`config.mk`:
```
export PLATFORM = sky130hd
export DESIGN_NAME = bco_delta
export DESIGN_NICKNAME = d
export VERILOG_FILES = /design/src/rtl/core/bco_pkg.sv /design/src/rtl/core/bco_delta.sv
export SDC_FILE = /design/constraint.sdc
export NUM_CORES = 1
export LEC_CHECK = 0
export BUFFER_PORTS_ARGS = -buffer_cell sky130_fd_sc_hd__buf_4
export CAP_MARGIN = 20
export CORE_MARGIN = 2
export CORE_UTILIZATION = 45
export CTS_CLUSTER_SIZE = 28
export DETAILED_ROUTE_END_ITERATION = 16
export PLACE_DENSITY_LB_ADDON = 0.15
export SLEW_MARGIN = 20
export SYNTH_ARGS = -nofsm -noshare
export SYNTH_HDL_FRONTEND = slang
export SYNTH_SLANG_ARGS = --single-unit
```
`constraint.sdc`:
```
create_clock -name clk_i -period 2.8 [get_ports clk_i]
set_clock_uncertainty 0.15 [all_clocks]
set_input_delay 0.84 -clock clk_i [delete_from_list [all_inputs] [get_ports clk_i]]
set_output_delay 0.84 -clock clk_i [all_outputs]
set_load 0.05 [all_outputs]
```
`src/rtl/core/bco_pkg.sv`:
```
// Shared types for the box and circle overlap test.
`timescale 1ns / 1ps

package bco_pkg;

  typedef enum logic [1:0] {
    PAIR_BOX_BOX       = 2'd0,
    PAIR_BOX_CIRCLE    = 2'd1,
    PAIR_CIRCLE_CIRCLE = 2'd2
  } pair_e;

endpackage

```
`src/rtl/core/bco_delta.sv`:
```
// Centre differences, limit selection and difference magnitudes (two stages).
`timescale 1ns / 1ps

module bco_delta #(
  parameter int unsigned COORD_BITS = 16
) (
  input  logic                         clk_i,
  input  logic                         rst_ni,
  input  logic                         valid_i,
  output logic                         ready_o,
  input  logic [1:0]                   req_type_i,
  input  logic signed [COORD_BITS-1:0] first_x_i,
  input  logic signed [COORD_BITS-1:0] first_y_i,
  input  logic [COORD_BITS-3:0]        first_size_x_i,
  input  logic [COORD_BITS-3:0]        first_size_y_i,
  input  logic signed [COORD_BITS-1:0] second_x_i,
  input  logic signed [COORD_BITS-1:0] second_y_i,
  input  logic [COORD_BITS-3:0]        second_size_x_i,
  input  logic [COORD_BITS-3:0]        second_size_y_i,
  output logic                         valid_o,
  input  logic                         ready_i,
  output bco_pkg::pair_e               mode_o,
  output logic [COORD_BITS-1:0]        adx_o,
  output logic [COORD_BITS-1:0]        ady_o,
  output logic [COORD_BITS-2:0]        lim_x_o,
  output logic [COORD_BITS-2:0]        lim_y_o,
  output logic [COORD_BITS-2:0]        rad_o
);
  import bco_pkg::*;

  logic                        en1, en2;
  logic                        v1_q, v2_q;
  logic signed [COORD_BITS:0]  dx_d, dy_d, dx_q, dy_q;
  logic [COORD_BITS-2:0]       sum_x, sum_y;
  logic [COORD_BITS-2:0]       lim_x_d, lim_y_d, rad_d;
  logic [COORD_BITS-2:0]       lim_x1_q, lim_y1_q, rad1_q;
  logic [COORD_BITS-2:0]       lim_x2_q, lim_y2_q, rad2_q;
  pair_e                       mode_d, mode1_q, mode2_q;
  logic [COORD_BITS:0]         neg_x, neg_y;
  logic [COORD_BITS-1:0]       adx_d, ady_d, adx_q, ady_q;

  assign en2     = !v2_q || ready_i;
  assign en1     = !v1_q || en2;
  assign ready_o = en1;

  assign mode_d = pair_e'(req_type_i);
  assign dx_d   = $signed({second_x_i[COORD_BITS-1], second_x_i})
                - $signed({first_x_i[COORD_BITS-1], first_x_i});
  assign dy_d   = $signed({second_y_i[COORD_BITS-1], second_y_i})
                - $signed({first_y_i[COORD_BITS-1], first_y_i});
  assign sum_x  = {1'b0, first_size_x_i} + {1'b0, second_size_x_i};
  assign sum_y  = {1'b0, first_size_y_i} + {1'b0, second_size_y_i};

  always_comb begin
    unique case (mode_d)
      PAIR_BOX_BOX: begin
        lim_x_d = sum_x;
        lim_y_d = sum_y;
        rad_d   = '0;
      end
      PAIR_BOX_CIRCLE: begin
        lim_x_d = {1'b0, first_size_x_i};
        lim_y_d = {1'b0, first_size_y_i};
        rad_d   = {1'b0, second_size_x_i};
      end
      PAIR_CIRCLE_CIRCLE: begin
        lim_x_d = '0;
        lim_y_d = '0;
        rad_d   = sum_x;
      end
      default: begin
        lim_x_d = '0;
        lim_y_d = '0;
        rad_d   = '0;
      end
    endcase
  end

  assign neg_x = -dx_q;
  assign neg_y = -dy_q;
  assign adx_d = dx_q[COORD_BITS] ? neg_x[COORD_BITS-1:0] : dx_q[COORD_BITS-1:0];
  assign ady_d = dy_q[COORD_BITS] ? neg_y[COORD_BITS-1:0] : dy_q[COORD_BITS-1:0];

  always_ff @(posedge clk_i or negedge rst_ni) begin
    if (!rst_ni) begin
      v1_q <= 1'b0;
      v2_q <= 1'b0;
    end else begin
      if (en1) v1_q <= valid_i;
      if (en2) v2_q <= v1_q;
    end
  end

  always_ff @(posedge clk_i) begin
    if (en1 && valid_i) begin
      mode1_q  <= mode_d;
      dx_q     <= dx_d;
      dy_q     <= dy_d;
      lim_x1_q <= lim_x_d;
      lim_y1_q <= lim_y_d;
      rad1_q   <= rad_d;
    end
    if (en2 && v1_q) begin
      mode2_q  <= mode1_q;
      adx_q    <= adx_d;
      ady_q    <= ady_d;
      lim_x2_q <= lim_x1_q;
      lim_y2_q <= lim_y1_q;
      rad2_q   <= rad1_q;
    end
  end

  assign valid_o = v2_q;
  assign mode_o  = mode2_q;
  assign adx_o   = adx_q;
  assign ady_o   = ady_q;
  assign lim_x_o = lim_x2_q;
  assign lim_y_o = lim_y2_q;
  assign rad_o   = rad2_q;

endmodule

```
### After elaboration in Yosys (flattened, before gate mapping)

Cells that the tools add are included.

* register bits after elaboration: 162
* input bits: 126
* output and inout port bits: 81
* word-level logic and storage cells: 34

* add/sub/neg operators: 6
* equality and inequality tests: 2
* multiplexer cells: 5
* reductions and logical operators: 7

Operators by type and width (count)
* $pmux W15 S2: 3
* $sub A16 B16 Y17: 2
* $mux W16: 2
* $neg A16 Y16: 2
* $add A14 B14 Y15: 2
* $eq A2 B1 Y1 const B: 1
* $eq A2 B2 Y1 const B: 1
* $logic_and A1 B1 Y1: 2
* $logic_not A1 Y1: 2
* $logic_not A2 Y1: 1
* $logic_or A1 B1 Y1: 2

### Longest topological paths before layout

* word-level depth: 4
* mapped depth: 10

### Worst setup path after synthesis

OpenSTA, ideal clock, no wires.

* path type: input-to-reg
* from: input ready_i
* to: register dx_q[0], enable pin
* arrival time: 3265 ps
* required time: 2202 ps
* slack: -1063 ps
* cell stages on the path: 2
* buffers on the path: 0
* cells stage by stage: nand3b_1 > and2_1

* longest elaborated chain between the ends: 3

RTL lines
* from (decl): RTL line bco_delta.sv:21 `input logic ready_i,`
* $logic_or A1 B1 Y1: RTL line bco_delta.sv:42 `assign en2 = !v2_q || ready_i;`
* $logic_or A1 B1 Y1: RTL line bco_delta.sv:43 `assign en1 = !v1_q || en2;`
* $logic_and A1 B1 Y1: RTL line bco_delta.sv:95 `if (en1 && valid_i) begin`
* to (signal assigned): RTL line bco_delta.sv:97 `dx_q <= dx_d;`
* to (decl): RTL line bco_delta.sv:33 `logic signed [COORD_BITS:0] dx_d, dy_d, dx_q, dy_q;`

Every way passes these cells.
A chain may end at the register's enable or synchronous reset.

### Worst setup path in the final report

* from: input first_y_i[0]
* to: register dy_q[10] (data pin)

* longest elaborated chain between the ends: 1

RTL lines
* from (decl): RTL line bco_delta.sv:13 `input logic signed [COORD_BITS-1:0] first_y_i,`
* $sub A16 B16 Y17: RTL line bco_delta.sv:50 `- $signed({first_y_i[COORD_BITS-1], first_y_i});`
* named net dy_d[10]: RTL line bco_delta.sv:33
* to (signal assigned): RTL line bco_delta.sv:98 `dy_q <= dy_d;`
* to (decl): RTL line bco_delta.sv:33

The timed path passes the listed nets, and every way through them passes these cells.

==> run_results.csv <==
group,metric,value,unit
drt,drcViolationCount,0,
global_routing,grt_pass1_wl,29700,um
critical_path,crit_type,"input port to flip-flop",
sta,fmax,0.361,GHz
worst_hold_path,hp-class,"input port to async pin",
cts,root_buffer,"clkbuf_16",
critical_path,crit_fanout,2,
synthesis,ys_seq_area_share,54.9,%
power_and_ir_drop,power,0.00736,W
floorplan,die_area,20800,um2
sta,rsz0062_at_grt,"yes",
final_layout,nets,1242,
critical_path,required,2.82,ns
synthesis,avgSynthCellArea,12.1,um2
synthesis,async_reset_ff_share,1.23,%
critical_path,path_cells,"buf_4 > ha_4 > fa_2 > and2b_1 > o31a_1 > o211ai_1 > a21oi_2 > nor3b_2 > buf_4 > buf_4 > buf_4 > buf_6 > xnor2_2",
power_and_ir_drop,max-vdd-ir-drop,377,uV
synthesis,synth-warning-count,0,
drt,via_count,6564,
drt,viasPerCell,4.95,
critical_path,reg2reg_depth,5,
cts,cts.clk_slew.worst_paths,0.06,ns
placement,io_buffers,206,
placement,place_congestion,0.880,
synthesis,synth_seq_cells,162,
sta,finalCritPeriodShare,99.0,%
flow_run,max_cap_viol_count,0,
critical_path,critPathSlowestCell,"fa_2",
floorplan,ios,207,
floorplan,initial_core_util,45.6,%
synthesis,syn_nets,929,
floorplan,die_h,144,um
critical_path,path_delay_family,"buffers and inverters",
floorplan,fp.dieW,144,um
global_routing,track_usage,18.3,%
sta,fin_crit,2.77,ns
power_and_ir_drop,leakage,5.23,nW
sta,hold_violations,0,
critical_path,cp_num_buf_inv,5,
synthesis,netlist_area,8850,um2
global_routing,grt-ovfl-total,0,
sta,slew_headroom,64.5,%
global_routing,grt_pass1_vias,6396,
final_layout,syn_to_final_growth,38.2,%
sta,finalSetupViolCount,0,
drt,initialDrtViolationCount,260,
critical_path,crit_arrival,2.79,ns
sta,worstMarginPinSlew,0.527,ns
final_layout,drive_gt1_share,34.3,%
critical_path,worstSetupPathDepth,13,
floorplan,core_area,19400,um2
cts,ctsHtreeMaxLevel,4,
final_layout,fill_cells,1612,
floorplan,rows,51,
drt,wirelength,18500,um
placement,dp_hpwl,14600,um
drt,wire_per_inst,14.0,um
cts,clockBufferDepth,2,
critical_path,max_stage_delay,0.33,ns
cts,cts_buffers,17,
status,status,"finished clean",
final_layout,n_antenna_cell,0,
cts,insertion_delay,0.42,ns
synthesis,synth_cell_types,64,
global_routing,antenna_found_initial,0,
global_routing,grt_max_degree,31,
final_layout,utilization,63.0,%
synthesis,synth_edf_count,160,
power_and_ir_drop,power.density,602,nW/um2
cts,cts_tree,"built",
drt,dr.pass1.iters,5,
critical_path,crit_top_cell,"buf_4",
sta,maxSlewViolCount,0,
drt,drtAntennaViolNets,0,
synthesis,syn_inst,734,
critical_path,startpoint_type,"input port",
critical_path,setup.worst_path.end_class,"flip-flop",
synthesis,synth-main-ff-cell,"edfxtp_1",
cts,cts_sinks,162,
## cell usage after synthesis, types with 2 or more instances
master       n  area (um2)
a22o_1      26         228
fa_1         4        80.1
and3_1       6        37.5
xnor2_1     56         490
o22ai_1      2        12.5
o31ai_1     11        82.6
a211oi_1     2        15.0
a31oi_1      4        25.0
clkbuf_1    13        48.8
nand2b_1    13        81.3
a2111oi_0    2        17.5
o21ai_1      2        10.0
a21oi_1     32         160
a21o_1      12        90.1
xor2_1      12         105
nor2b_1     10        62.6
and2_1       7        43.8
nor3_1       9        45.0
inv_1       59         221
nand3b_1     3        22.5
nor4_1       6        37.5
o41ai_1      4        35.0
o21ai_0     47         235
nand3_1     14        70.1
o211ai_1     4        30.0
edfxtp_1   160        4800
or3_1        8        50.1
dfrtp_1      2        50.1
nand2_1     45         169
a2111oi_4    2        55.1
ha_1        65         813
o31a_1       7        61.3
nor2_1      40         150
o21a_1      15         113
## kinds of logic (layout without fill, tap and decap cells)
group / count (synthesis) / after routing / synth area share, %
multiplexers: 1 / 1 / 0.127
buffers and inverters: 73 / 399 / 3.11
flip-flops: 162 / 162 / 54.9
adder cells (fa/ha/maj): 69 / 69 / 10.1
AND/OR/NAND/NOR: 168 / 168 / 9.45
XOR/XNOR: 68 / 68 / 6.73
AO/OA/AOI/OAI: 193 / 193 / 15.6
## state kept, by name, summed over array words and instances, names as in the netlist
signal,flops
dx_q,17
ady_o,16
rad_o,15
lim_x1_q,15
rad1_q,15
valid_o,1
dy_q,17
mode1_q,2
v1_q,1
adx_o,16
mode_o,2
lim_x_o,15
lim_y1_q,15
lim_y_o,15
## report_power, final
group | switching, W | leakage, nW | internal [W]
registers | 0.000109 | 1.58 | 0.00301
clock network | 0.000913 | 0.285 | 0.00140
logic | 0.00109 | 3.36 | 0.000841
total | 0.00211 | 5.23 | 0.00525
## worst paths after layout
check | startpoint | slack [ns] | to
min | rst_ni | 0.04 | v1_q
max in group asynchronous | rst_ni | 2.37 | valid_o
max | first_y_i[0] | 0.03 | dy_q[10]
max reg2reg | dx_q[2] | 0.62 | adx_o[13]
min reg2reg | mode1_q[0] | 0.27 | mode_o[0]
min in group clk_i | mode1_q[0] | 0.27 | mode_o[0]
## cells in the final DEF (no fill, tap or decap), types with 26 or more instances in the layout
master / count
nand2_1: 45
a22o_1: 26
buf_4: 302
xnor2_1: 55
nor2_1: 40
inv_1: 56
edfxtp_1: 160
o21ai_0: 45
ha_1: 60
a21oi_1: 31
## routing by layer
layer	global-route usage (%)	vias to the layer above	wire length, um
li1	-	3378	-
met1	23.0	3016	8100
met2	31.0	151	8980
met3	4.80	19	1160
met4	6.03	0	262
met5	0	-	0
## metrics by stage
step,hold WS (ns),area (um2),TNS [ns],setup WS [ns],std cells
after global placement,0.250,11600,-6.24,-0.560,1287
after floorplan,0.250,8970,-0.571,-0.350,734
after detailed placement,0.255,11600,-6.93,-0.608,1287
after CTS,0.0254,12200,0,0.0137,1322
final,0.0441,12200,0,0.0276,1325
after global routing,0.0252,12200,-0.122,-0.0612,1325
## area by class of cell
type                    instances  area, um2  area share, %
repair buffers                308       2370           19.4
flip-flops and latches        162       4850           39.7
clock inverters                14        161           1.32
multi-input cells             499       3840           31.4
inverters                      59        234           1.91
well taps                     265        332           2.71
clock buffers                  18        429           3.51
## timing repair
| action | 4_1_cts | 5_1_grt |
|---|---|---|
| pin swaps | 6 | 0 |
| buffers inserted | 3 | 3 |
| hold buffers | 0 | 0 |
| gates cloned | 0 | 0 |
| endpoints found under the setup margin | 1 | 3 |
| resized for setup | 1 | 5 |
Note: power is estimated with default switching activity, not from simulation.
